## config.mk

```make
export PLATFORM = sky130hd
export DESIGN_NAME = escaped_frame_receiver_unit
export DESIGN_NICKNAME = d
export VERILOG_FILES = /design/src/rtl/efr_pkg.sv /design/src/rtl/efr_step.sv /design/src/rtl/escaped_frame_receiver_unit.sv
export SDC_FILE = /design/constraint.sdc
export NUM_CORES = 1
export LEC_CHECK = 0
export BUFFER_PORTS_ARGS = -buffer_cell sky130_fd_sc_hd__buf_2
export CORE_MARGIN = 8
export CORE_UTILIZATION = 45
export CTS_BUF_LIST = sky130_fd_sc_hd__clkbuf_8
export CTS_CLUSTER_SIZE = 20
export DETAILED_ROUTE_END_ITERATION = 12
export HOLD_SLACK_MARGIN = 0.05
export PLACE_DENSITY = 0.63
export SYNTH_ARGS = -nofsm -noshare
export SYNTH_HDL_FRONTEND = slang
export SYNTH_HIERARCHICAL = 1
export SYNTH_SLANG_ARGS = --single-unit
```

## constraint.sdc

```tcl
create_clock -name clk_i -period 4.3 [get_ports clk_i]
set_input_delay 0.86 -clock clk_i [delete_from_list [all_inputs] [get_ports clk_i]]
set_output_delay 0.86 -clock clk_i [all_outputs]
set_load 0.02 [all_outputs]
```

## src/rtl/efr_pkg.sv

```systemverilog
package efr_pkg;

  // Default largest frame, in stored bytes
  localparam int unsigned MAX_FRAME_DEF = 32;

  // Config register indexes
  localparam logic [1:0] REG_START_CODE     = 2'd0;
  localparam logic [1:0] REG_END_CODE       = 2'd1;
  localparam logic [1:0] REG_ESCAPE_CODE    = 2'd2;
  localparam logic [1:0] REG_TIMEOUT_RELOAD = 2'd3;

  // Config reset values
  localparam logic [7:0] START_CODE_RST     = 8'h02;
  localparam logic [7:0] END_CODE_RST       = 8'h03;
  localparam logic [7:0] ESCAPE_CODE_RST    = 8'h10;
  localparam logic [7:0] TIMEOUT_RELOAD_RST = 8'hFF;

  typedef enum logic [1:0] {
    CMD_BYTE    = 2'd0,
    CMD_TICK    = 2'd1,
    CMD_RELEASE = 2'd2
  } cmd_e;

  typedef enum logic [1:0] {
    EV_BYTE    = 2'd0,
    EV_READY   = 2'd1,
    EV_TIMEOUT = 2'd2
  } event_e;

  typedef struct packed {
    logic [7:0] start_code;
    logic [7:0] end_code;
    logic [7:0] escape_code;
    logic [7:0] timeout_reload;
  } cfg_t;

  // Receiver state apart from the write position (its width follows MAX_FRAME)
  typedef struct packed {
    logic       assembling;
    logic       esc_pending;
    logic       frame_ready;
    logic [7:0] ticks_left;
    logic [7:0] timeouts;
    logic       dropped;
  } rx_state_t;

  typedef struct packed {
    logic       valid;
    event_e     kind;
    logic [4:0] byte_index;
    logic [7:0] data_byte;
    logic [5:0] frame_length;
    logic       overflowed;
    logic [7:0] timeout_count;
  } result_t;

endpackage

```

## src/rtl/efr_step.sv

```systemverilog
module efr_step #(
  parameter int unsigned MAX_FRAME = efr_pkg::MAX_FRAME_DEF,
  localparam int unsigned PosW     = $clog2(MAX_FRAME + 1)
) (
  input  efr_pkg::cfg_t      cfg_i,
  input  efr_pkg::rx_state_t state_i,
  input  logic [PosW-1:0]    pos_i,
  input  logic [1:0]         command_i,
  input  logic [7:0]         rx_byte_i,
  output efr_pkg::rx_state_t state_o,
  output logic [PosW-1:0]    pos_o,
  output efr_pkg::result_t   result_o
);

  localparam logic [PosW-1:0] MaxPos = PosW'(MAX_FRAME);
  localparam logic [PosW-1:0] PosOne = PosW'(1);

  logic is_start, is_end, is_esc;
  logic unesc_start, unesc_end, unesc_escape;

  assign is_start     = (rx_byte_i == cfg_i.start_code);
  assign is_end       = (rx_byte_i == cfg_i.end_code);
  assign is_esc       = (rx_byte_i == cfg_i.escape_code);
  // start beats end beats escape when codes collide
  assign unesc_start  = !state_i.esc_pending && is_start;
  assign unesc_end    = !state_i.esc_pending && !is_start && is_end;
  assign unesc_escape = !state_i.esc_pending && !is_start && !is_end && is_esc;

  always_comb begin
    state_o  = state_i;
    pos_o    = pos_i;
    result_o = '0;
    result_o.kind = efr_pkg::EV_BYTE;

    unique case (command_i)
      efr_pkg::CMD_BYTE: begin
        if (!state_i.frame_ready) begin
          priority if (unesc_end) begin
            state_o.esc_pending = 1'b0;
            state_o.assembling  = 1'b0;
            state_o.frame_ready = 1'b1;
            result_o.valid      = 1'b1;
            result_o.kind       = efr_pkg::EV_READY;
          end else if (unesc_escape) begin
            state_o.esc_pending = 1'b1;
          end else if (unesc_start || !state_i.assembling) begin
            // (re)start; escaped start while waiting also starts
            state_o.esc_pending = 1'b0;
            if (is_start) begin
              state_o.assembling = 1'b1;
              state_o.ticks_left = cfg_i.timeout_reload;
              state_o.dropped    = 1'b0;
              pos_o              = '0;
            end
          end else if (pos_i < MaxPos) begin
            state_o.esc_pending = 1'b0;
            pos_o               = pos_i + PosOne;
            result_o.valid      = 1'b1;
            result_o.kind       = efr_pkg::EV_BYTE;
            result_o.byte_index = 5'(pos_i);
            result_o.data_byte  = rx_byte_i;
          end else begin
            state_o.esc_pending = 1'b0;
            state_o.dropped     = 1'b1;
          end
        end
      end
      efr_pkg::CMD_TICK: begin
        if (state_i.assembling) begin
          if (state_i.ticks_left == 8'd0) begin
            state_o.timeouts   = state_i.timeouts + 8'd1;
            state_o.assembling = 1'b0;
            result_o.valid     = 1'b1;
            result_o.kind      = efr_pkg::EV_TIMEOUT;
          end else begin
            state_o.ticks_left = state_i.ticks_left - 8'd1;
          end
        end
      end
      efr_pkg::CMD_RELEASE: begin
        state_o.frame_ready = 1'b0;
      end
      default: ;
    endcase

    // status fields reflect the state after this item
    result_o.frame_length  = 6'(pos_o);
    result_o.overflowed    = state_o.dropped;
    result_o.timeout_count = state_o.timeouts;
  end

endmodule

```

## src/rtl/escaped_frame_receiver_unit.sv

```systemverilog
// Byte-stuffed frame receiver: one command per cycle while the event output is not stalled.
// A result is registered in the output register and appears in the cycle after
// its command transfer; the state update is a single combinational pass.
// Throughput: one input transfer per cycle; the output register is the only
// stage, so input stalls only while a result sits unaccepted.
// Reset (rst_ni low, async): config back to defaults, receiver idle, counts 0.
module escaped_frame_receiver_unit #(
  parameter int unsigned MAX_FRAME = efr_pkg::MAX_FRAME_DEF
) (
  input  logic       clk_i,
  input  logic       rst_ni,
  // config write port
  input  logic       cfg_we_i,
  input  logic [1:0] cfg_idx_i,
  input  logic [7:0] cfg_wdata_i,
  // command channel
  input  logic       in_valid_i,
  output logic       in_ready_o,
  input  logic [1:0] command_i,
  input  logic [7:0] rx_byte_i,
  // event channel
  output logic       out_valid_o,
  input  logic       out_ready_i,
  output logic [1:0] event_kind_o,
  output logic [4:0] byte_index_o,
  output logic [7:0] data_byte_o,
  output logic [5:0] frame_length_o,
  output logic       overflowed_o,
  output logic [7:0] timeout_count_o
);

  localparam int unsigned PosW = $clog2(MAX_FRAME + 1);

  efr_pkg::cfg_t      cfg_q;
  efr_pkg::rx_state_t state_q, state_d;
  logic [PosW-1:0]    pos_q, pos_d;
  efr_pkg::result_t   res_d, res_q;
  logic               out_valid_q, out_valid_d;
  logic               in_fire;

  // Config registers; the user must write them only while idle, the block itself does not enforce it.
  always_ff @(posedge clk_i or negedge rst_ni) begin
    if (!rst_ni) begin
      cfg_q.start_code     <= efr_pkg::START_CODE_RST;
      cfg_q.end_code       <= efr_pkg::END_CODE_RST;
      cfg_q.escape_code    <= efr_pkg::ESCAPE_CODE_RST;
      cfg_q.timeout_reload <= efr_pkg::TIMEOUT_RELOAD_RST;
    end else if (cfg_we_i) begin
      unique case (cfg_idx_i)
        efr_pkg::REG_START_CODE:     cfg_q.start_code     <= cfg_wdata_i;
        efr_pkg::REG_END_CODE:       cfg_q.end_code       <= cfg_wdata_i;
        efr_pkg::REG_ESCAPE_CODE:    cfg_q.escape_code    <= cfg_wdata_i;
        efr_pkg::REG_TIMEOUT_RELOAD: cfg_q.timeout_reload <= cfg_wdata_i;
        default: ;
      endcase
    end
  end

  // Next state and event for the command at the input
  efr_step #(
    .MAX_FRAME (MAX_FRAME)
  ) u_step (
    .cfg_i     (cfg_q),
    .state_i   (state_q),
    .pos_i     (pos_q),
    .command_i (command_i),
    .rx_byte_i (rx_byte_i),
    .state_o   (state_d),
    .pos_o     (pos_d),
    .result_o  (res_d)
  );

  // Take a new command whenever the output register is free or draining now.
  assign in_ready_o = !out_valid_q || out_ready_i;
  assign in_fire    = in_valid_i && in_ready_o;

  always_ff @(posedge clk_i or negedge rst_ni) begin
    if (!rst_ni) begin
      state_q <= '0;
      pos_q   <= '0;
    end else if (in_fire) begin
      state_q <= state_d;
      pos_q   <= pos_d;
    end
  end

  // Output register: holds an event until its transfer.
  always_comb begin
    out_valid_d = out_valid_q && !out_ready_i;
    if (in_fire) begin
      out_valid_d = res_d.valid;
    end
  end

  always_ff @(posedge clk_i or negedge rst_ni) begin
    if (!rst_ni) begin
      out_valid_q <= 1'b0;
    end else begin
      out_valid_q <= out_valid_d;
    end
  end

  // Payload, no reset needed
  always_ff @(posedge clk_i) begin
    if (in_fire && res_d.valid) begin
      res_q <= res_d;
    end
  end

  assign out_valid_o     = out_valid_q;
  assign event_kind_o    = res_q.kind;
  assign byte_index_o    = res_q.byte_index;
  assign data_byte_o     = res_q.data_byte;
  assign frame_length_o  = res_q.frame_length;
  assign overflowed_o    = res_q.overflowed;
  assign timeout_count_o = res_q.timeout_count;

  // A ready frame is never still being assembled.
  assert property (@(posedge clk_i) disable iff (!rst_ni)
    state_q.frame_ready |-> !state_q.assembling)
    else $error("frame ready while assembling");

  // Write position never passes the frame limit.
  assert property (@(posedge clk_i) disable iff (!rst_ni)
    pos_q <= PosW'(MAX_FRAME))
    else $error("write position past limit");

  // Bytes are only dropped once the frame is full.
  assert property (@(posedge clk_i) disable iff (!rst_ni)
    state_q.dropped |-> (pos_q == PosW'(MAX_FRAME)))
    else $error("drop flag set below limit");

  // A timeout event bumps the counter by exactly one.
  assert property (@(posedge clk_i) disable iff (!rst_ni)
    (in_fire && res_d.valid && res_d.kind == efr_pkg::EV_TIMEOUT)
      |=> (state_q.timeouts == $past(state_q.timeouts) + 8'd1))
    else $error("timeout count not bumped");

  // No event is lost: a stalled output stays valid.
  assert property (@(posedge clk_i) disable iff (!rst_ni)
    (out_valid_q && !out_ready_i) |=> (out_valid_q && $stable(res_q)))
    else $error("stalled event lost or changed");

endmodule
```

==> results.toml, run 1 <==
[outcome]
outcome = "finished clean"

[yosys]
yosysWarnings = 6
synth_ff_type = "dfrtp_1"
syn_inst = 353
syn-num-nets = 382
syn-cell-area_um2 = 4484
synth.avg_cell_area_um2 = 12.70
post_synth_num_cell_types = 53
yosys.area.top_type = "dfrtp_1"
synth_seq_cells = 89
synth_edf_count = 30
synth_area_leaders = "dfrtp_1, edfxtp_1, mux2_2"
yosys.area.top_type_share_pct = 26.23
ys_seq_area_share_pct = 53.35
async_reset_ff_share_pct = 66.29

[worst_setup_path]
worst_r2r_path_depth = 9
slowest_delay_ns = 0.70
critPathArrivalTime_ns = 3.33
crit_fanout = 22
cp_common_cell = "nand2_1"
cp.required_ns = 4.36
rr_startpoint = "cfg_q[17]"
crit_slowest_cell = "or4b_2"
cp-end-kind = "register"
r2r_setup_slack_ns = 1.25
crit_type = "input port to register"
r2r-end = "data_byte_o[3]"
cp-start-kind = "input port"
path_cells = "buf_2, xor2_1, nor4_1, nand2_1, or4b_2, inv_1, or3_1, nand2_1, nor2b_2, buf_12"
critical-path-top-delay-family = "simple AND/OR/NAND/NOR gates"
path_buf_inv = 3

[clock_tree]
post_cts_resized = 0
cts_sinks = 89
cts_setup_buffers = 0
htreeDepth = 3
clk_pin_slew_ns = 0.09
hold_buffers = 0
cts_root_buf = "clkbuf_8"
clk-insertion-delay-late_ns = 0.35
cts_buffers = 9
cts_tree = "done"
ctsLongestPathBuffers = 2

[final_layout]
layout.nets = 428
num_antenna_cells = 0
drive_above_1_share_pct = 39.60
area_growth_pct = 12.14

[min_path]
min_from = "state_q[0]"
hold_end = "state_q[0]"
holdPathStages = 1
hp-class = "register to register"

[global_route]
grt_start_max_net_pins = 41
grt_first_pass_wirelength_um = 14410
antenna_found_initial = 0
grt.overflow.total = 0
grt_pass1_vias = 2920
grt_use_total_pct = 13.79

[placement]
gp_congestion = 0.7889
io_buffers = 56
dp_hpwl_um = 6378
place_ws_ns = 0.6376

[die]
ios = 57
die_h_um = 115.8
dieWidth_um = 115.8
initial_core_util_pct = 46.09
coreArea_um2 = 9729
placementRows = 36
fp.dieArea_um2 = 13420

[sta]
post-route-period-util_pct = 76.07
maxSlewHeadroom_pct = 37.57
max_freq_mhz = 305.7
fin_tns_setup_ns = 0
slew_violations = 0
fin_skew_ns = 0.009820
worstMarginPinSlew_ns = 0.9364
hold_violations = 0
layout_min_cycle_time_ns = 3.271
grt_setup_unrepaired = "no"
setup_slack_ns = 1.029
setup_viol = 0

[routing]
wl_um = 8800
drtPass1Iterations = 4
drcViolationCount = 0
drt_iter0_drc = 76
avgRoutedWirePerCell_um = 16.39
via_per_inst = 5.304
ant_nets = 0
vias = 2848

[pwr]
p_leak_nw = 2.248
p_per_area_nw_per_um2 = 375.0
vdd.ir_drop.worst_uv = 214.2

[job]
maxCapViolations = 0
layout make-up:
type | instances | area [um^2]
Clock inverter | 6 | 90.09
Fill cell | 903 | 4701
Timing Repair Buffer | 60 | 322.8
Tap cell | 133 | 166.4
Clock buffer | 10 | 137.6
Inverter | 6 | 22.52
Multi-Input combinational cell | 233 | 1897
Sequential cell | 89 | 2392
worst max-delay path by stage:
stage	end	start	cells past startpoint	slack [ns]
final	data_byte_o[3]	rx_byte_i[7]	10	1.03
after global routing	data_byte_o[3]	rx_byte_i[7]	10	0.92
after CTS	data_byte_o[3]	rx_byte_i[7]	10	1.01
after detailed placement	data_byte_o[3]	rx_byte_i[7]	10	0.64
after global placement	data_byte_o[6]	rx_byte_i[7]	10	0.68
after floorplan	byte_index_o[0]	command_i[1]	7	0.27
through the flow:
| step | instances | instance area, um^2 | total power (W) | hold slack, ns | utilization (%) |
|---|---|---|---|---|---|
| floorplan | 353 | 4484 | 0.001188 | 0.4787 | - |
| global placement | 521 | 4801 | 0.001253 | 0.4904 | 49.34 |
| detailed placement | 521 | 4801 | 0.001261 | 0.5067 | 49.34 |
| CTS | 537 | 5029 | 0.001911 | 0.5267 | 51.68 |
| global route | 537 | 5029 | 0.001983 | 0.5472 | 51.68 |
| finish | 537 | 5029 | 0.001886 | 0.5221 | 51.68 |
cell families after synthesis:
group | after synthesis | share of synthesized area (%)
mux | 62 | 15.51
simple gates | 95 | 12.50
compound gates | 39 | 6.669
xor+xnor | 33 | 6.445
buf+inv | 31 | 4.408
fa+ha+maj | 4 | 1.116
flops | 89 | 53.35
layer usage:
layer | global-route usage (%) | part of all wire, % | routed length [um]
met5 | 0 | 0 | 0
met4 | 5.445 | 1.2 | 108
met3 | 3.231 | 4.6 | 409
met2 | 23.01 | 48 | 4237
met1 | 16.88 | 46 | 4045
layout by cell type, fill, tap and decap left out, drive strengths merged, types with 10 or more instances in the layout:
master  instances
mux2           60
clkbuf         10
xor2           19
nor2           11
buf            60
dfstp          12
and2           13
dfrtp          47
xnor2          14
nand2          20
edfxtp         30
power by group:
| part | switching, W | internal (W) |
|---|---|---|
| Sequential | 0.0000544 | 0.000958 |
| Clock | 0.000298 | 0.000347 |
| Combinational | 0.000110 | 0.000118 |
synthesized netlist by cell type, drive strengths merged, types with 3 or more instances:
master	count
a211oi	3
a21o	4
a21oi	4
and2	13
buf	20
clkbuf	4
dfrtp	47
dfstp	12
edfxtp	30
ha	4
inv	6
mux2	60
nand2	20
nand2b	3
nand3	7
nand4	5
nor2	11
nor2b	4
nor3	7
nor4	7
nor4b	4
o21ai	6
o311ai	6
or3	4
xnor2	14
xor2	19
sequential cells by signal, summed over array words and instances, names as in the netlist:
register	count
out_valid_o	1
cfg_q	32
timeout_count_o	8
data_byte_o	8
byte_index_o	5
event_kind_o	2
state_q	20
overflowed_o	1
frame_length_o	6
pos_q	6
Power figures use the tool's default switching activity.
==> run 2, diff against run 1 <==
clock period = 3.2 ns   (was 4.3 ns; I/O delays follow)
==> run 2 against run 1 <==
Sequential share of layout area is essentially flat; final area is essentially flat; register-to-register slack lost 0.78 ns; critical path depth shrank 1; worst hold slack lost 0.19 ns; clock power grew 16%; core utilization is essentially flat; critical endpoint is now data_byte_o[4].
==> results.toml, run 2 (synthesis results as in run 1) <==
[worst_setup_path]
cp.required_ns = 3.25
critPathArrivalTime_ns = 2.79
rr_startpoint = "cfg_q[17]"
crit_fanout = 29
cp-start-kind = "register"
r2r-end = "data_byte_o[4]"
cp-end-kind = "register"
crit_type = "register to register"
r2r_setup_slack_ns = 0.47
worst_r2r_path_depth = 9

[final_layout]
utilization_pct = 51.71
layout.nets = 433
stdcell_count = 542
reg_top3 = "cfg_q: 32 flops, state_q: 20 flops"
regMostFlops = "cfg_q"
layout_commonest_cell = "mux2_2"
drive_above_1_share_pct = 40.10
num_antenna_cells = 0
largest_reg_flops = 32
area_growth_pct = 12.19
final_cell_mix = "mux2_2, buf_2, dfrtp_1"

[pwr]
switching_share_pct = 25.59
pwr-share-clk_pct = 30.9
switching_power_w = 0.0006208
pwr-share-comb_pct = 13.0
p_per_area_nw_per_um2 = 482.1
p_leak_nw = 2.261
vdd.ir_drop.worst_uv = 275.8
seqPwrFrac_pct = 56.1
p_int_w = 0.001805

[global_route]
antenna_found_initial = 0
grt_first_pass_wirelength_um = 14880
grt.overflow.total = 0
grt_start_max_net_pins = 31
grt_use_total_pct = 14.30
grt_pass1_vias = 2855

[sta]
maxSlewHeadroom_pct = 53.59
fin_tns_setup_ns = 0
hold_violations = 0
worstMarginPinSlew_ns = 0.6961
setup_viol = 0
grt_setup_unrepaired = "no"
fin_skew_ns = 0.008812
layout_min_cycle_time_ns = 2.734
slew_violations = 0
max_freq_mhz = 365.8
post-route-period-util_pct = 85.43

[clock_tree]
clk-insertion-delay-late_ns = 0.35
cts_tree = "done"
cts_sinks = 89
hold_buffers = 0
ctsLongestPathBuffers = 2
htreeDepth = 3
cts_setup_buffers = 0
clk_pin_slew_ns = 0.09
cts_root_buf = "clkbuf_8"
post_cts_resized = 0
cts_buffers = 9

[routing]
drt_iter0_drc = 101
drcViolationCount = 0
ant_nets = 0
vias = 2836
avgRoutedWirePerCell_um = 16.53
via_per_inst = 5.232
drtPass1Iterations = 4
wl_um = 8961

[die]
ios = 57
coreArea_um2 = 9729
initial_core_util_pct = 46.09
fp.dieArea_um2 = 13420
die_h_um = 115.8
placementRows = 36
dieWidth_um = 115.8

[placement]
dp_hpwl_um = 6553
gp_congestion = 0.7945
io_buffers = 56
placed_cells = 526

[outcome]
outcome = "finished clean"

[min_path]
hp-class = "input port to async pin"

[job]
maxCapViolations = 0
## run 2: changes by cell type in the layout (fill, tap and decap cells not counted)
cell / previous run / this run
inv_1: 7 / 8
clkinv_2: 0 / 2
nor2b_2: 1 / 0
inv_6: 2 / 0
nor2b_4: 0 / 1
clkinvlp_4: 0 / 1
buf_4: 3 / 8
bufinv_16: 2 / 1
clkbuf_8: 10 / 9
## run 2: worst max path at each step
stage / cells past startpoint / from / slack, ns / end
6_report: 9 / cfg_q[17] / 0.47 / data_byte_o[4]
5_1_grt: 9 / state_q[9] / 0.32 / state_q[6]
4_1_cts: 9 / cfg_q[17] / 0.45 / timeout_count_o[5]
3_3_place_gp: 10 / rx_byte_i[7] / 0.12 / data_byte_o[6]
2_1_floorplan: 7 / command_i[1] / 0.26 / byte_index_o[0]
3_5_place_dp: 10 / rx_byte_i[7] / 0.1 / byte_index_o[4]
## run 2: critical path, stage by stage, from the launching register on
cell and delay (ns):
dfstp_2 0.55, xor2_1 0.06, nor4_1 0.37, nand2_1 0.15, or4b_2 0.68, inv_1 0.09
or3_1 0.10, nand2_1 0.09, nor2b_4 0.16, buf_12 0.20
## run 2: metal layers
metal | GRT usage [%] | vias up | part of all wire (%)
met3 | 3.856 | 6 | 4.8
met2 | 22.66 | 55 | 47
met4 | 4.408 | 0 | 0.68
li1 | - | 1377 | -
met5 | 0 | - | 0
met1 | 18.65 | 1398 | 47
## run 2: per-stage QoR
stage | hold WS (ns) | setup WS, ns | cell area, um^2 | total power, W
floorplan | 0.3444 | 0.2591 | 4492 | 0.001596
global route | 0.3700 | 0.3237 | 5031 | 0.002555
CTS | 0.3424 | 0.4509 | 5031 | 0.002449
detailed placement | 0.4997 | 0.09965 | 4843 | 0.001703
finish | 0.3294 | 0.4662 | 5031 | 0.002425
global placement | 0.4916 | 0.1186 | 4843 | 0.001688
## run 2: final cells by class
| type | instances | area [um^2] |
|---|---|---|
| multi-input cells | 233 | 1902 |
| repair buffers | 65 | 360.3 |
| clock buffers | 9 | 123.9 |
| inverters | 6 | 22.52 |
| clock inverters | 7 | 63.81 |
| flip-flops and latches | 89 | 2392 |
| well taps | 133 | 166.4 |
| fillers | 909 | 4698 |
## run 2: power groups by stage
stage               registers, W  clock network [W]  logic (W)
global route             0.00137           0.000829   0.000353
floorplan                0.00136                  0   0.000236
finish                   0.00136           0.000749   0.000315
global placement         0.00138                  0   0.000307
CTS                      0.00136           0.000769   0.000320
detailed placement       0.00138                  0   0.000319
==> run 3, diff against run 2 <==
clock period = 3.4 ns   (was 3.2 ns; I/O delays follow)
==> run 3 against run 2 <==
Power decreased by 0.85%; cell count is 0.18% higher; worst hold slack better by 0.037 ns.
==> results.toml, run 3 (synthesis results as in run 1) <==
[clock_tree]
clk_pin_slew_ns = 0.09
cts_root_buf = "clkbuf_8"
cts_tree = "done"
hold_buffers = 0
htreeDepth = 3
cts_sinks = 89
ctsLongestPathBuffers = 2
clk-insertion-delay-late_ns = 0.35
cts_buffers = 9
post_cts_resized = 0
cts_setup_buffers = 0

[final_layout]
drive_above_1_share_pct = 40.73
regMostFlops = "cfg_q"
reg_top3 = "cfg_q: 32 flops, state_q: 20 flops"
area_growth_pct = 13.20
largest_reg_flops = 32
final_area_um2 = 5076
layout_commonest_cell = "mux2_2"
layout.nets = 434
final_cell_mix = "mux2_2, buf_2, dfrtp_1"
num_antenna_cells = 0

[outcome]
outcome = "finished clean"

[global_route]
antenna_found_initial = 0
grt.overflow.total = 0
grt_first_pass_wirelength_um = 14380
grt_use_total_pct = 13.86
grt_start_max_net_pins = 32
grt_pass1_vias = 2882

[worst_setup_path]
r2r_setup_slack_ns = 0.60
crit_fanout = 28
r2r-end = "data_byte_o[6]"
worst_r2r_path_depth = 9
crit_type = "input port to register"
cp-end-kind = "register"
cp-startpoint = "rx_byte_i[7]"
critPathArrivalTime_ns = 2.89
cp.required_ns = 3.46
cp-start-kind = "input port"
crit_end = "data_byte_o[6]"
rr_startpoint = "cfg_q[17]"

[sta]
fin_tns_setup_ns = 0
maxSlewHeadroom_pct = 55.26
worstMarginPinSlew_ns = 0.6711
post-route-period-util_pct = 83.29
grt_setup_unrepaired = "no"
setup_viol = 0
hold_violations = 0
slew_violations = 0
max_freq_mhz = 353.1
fin_skew_ns = 0.009717
layout_min_cycle_time_ns = 2.832

[routing]
vias = 2810
wl_um = 8887
drtPass1Iterations = 4
drcViolationCount = 0
via_per_inst = 5.175
ant_nets = 0
drt_iter0_drc = 109
avgRoutedWirePerCell_um = 16.37

[placement]
gp_congestion = 0.7904
place_area_um2 = 4846
dp_hpwl_um = 6549
io_buffers = 56

[pwr]
p_leak_nw = 2.275
p_total_w = 0.002405
p_per_area_nw_per_um2 = 473.7
vdd.ir_drop.worst_uv = 264.3

[min_path]
hp-class = "input port to async pin"

[die]
initial_core_util_pct = 46.09
placementRows = 36
fp.dieArea_um2 = 13420
coreArea_um2 = 9729
die_h_um = 115.8
ios = 57
dieWidth_um = 115.8

[job]
maxCapViolations = 0
run 3: area by class of cell:
| cell class | instances | area, um^2 |
|---|---|---|
| Inverter | 6 | 22.52 |
| Multi-Input combinational cell | 233 | 1897 |
| Fill cell | 901 | 4653 |
| Clock inverter | 7 | 106.4 |
| Timing Repair Buffer | 66 | 367.9 |
| Clock buffer | 9 | 123.9 |
| Tap cell | 133 | 166.4 |
| Sequential cell | 89 | 2392 |
run 3: metal layers:
metal / wire [um] / GRT usage (%) / up-vias / part of all wire, %
li1: - / - / 1380 / -
met1: 4194 / 17.45 / 1361 / 47
met4: 58 / 4.667 / 0 / 0.65
met5: 0 / 0 / - / 0
met2: 4267 / 23.28 / 63 / 48
met3: 366 / 2.762 / 6 / 4.1
run 3: worst min path at each step:
stage	slack, ns	endpoint	startpoint
floorplan	0.38	cfg_q[10]	rst_ni
global placement	0.49	state_q[0]	state_q[0]
detailed placement	0.51	state_q[0]	state_q[0]
CTS	0.37	cfg_q[23]	rst_ni
global route	0.41	cfg_q[20]	rst_ni
finish	0.37	cfg_q[27]	rst_ni
run 3: critical path: stages:
cell,delay (ns)
buf_2,0.13
xor2_1,0.16
nor4_1,0.38
nand2_1,0.19
or4b_2,0.69
inv_1,0.09
or3_1,0.10
nand2_1,0.07
nor2b_2,0.18
buf_12,0.21
run 3: power breakdown:
| part | switching [W] | internal (W) |
|---|---|---|
| Combinational | 0.000142 | 0.000154 |
| Clock | 0.000400 | 0.000430 |
| Sequential | 0.0000677 | 0.00121 |
run 3: stage by stage:
stage / cells / util, % / worst slack, ns / hold WS (ns)
finish: 543 / 52.17 / 0.5682 / 0.3667
global route: 543 / 52.17 / 0.4732 / 0.4096
CTS: 543 / 52.17 / 0.6008 / 0.3663
detailed placement: 527 / 49.81 / 0.2142 / 0.5078
global placement: 527 / 49.81 / 0.2470 / 0.4910
floorplan: 353 / - / 0.1080 / 0.3844
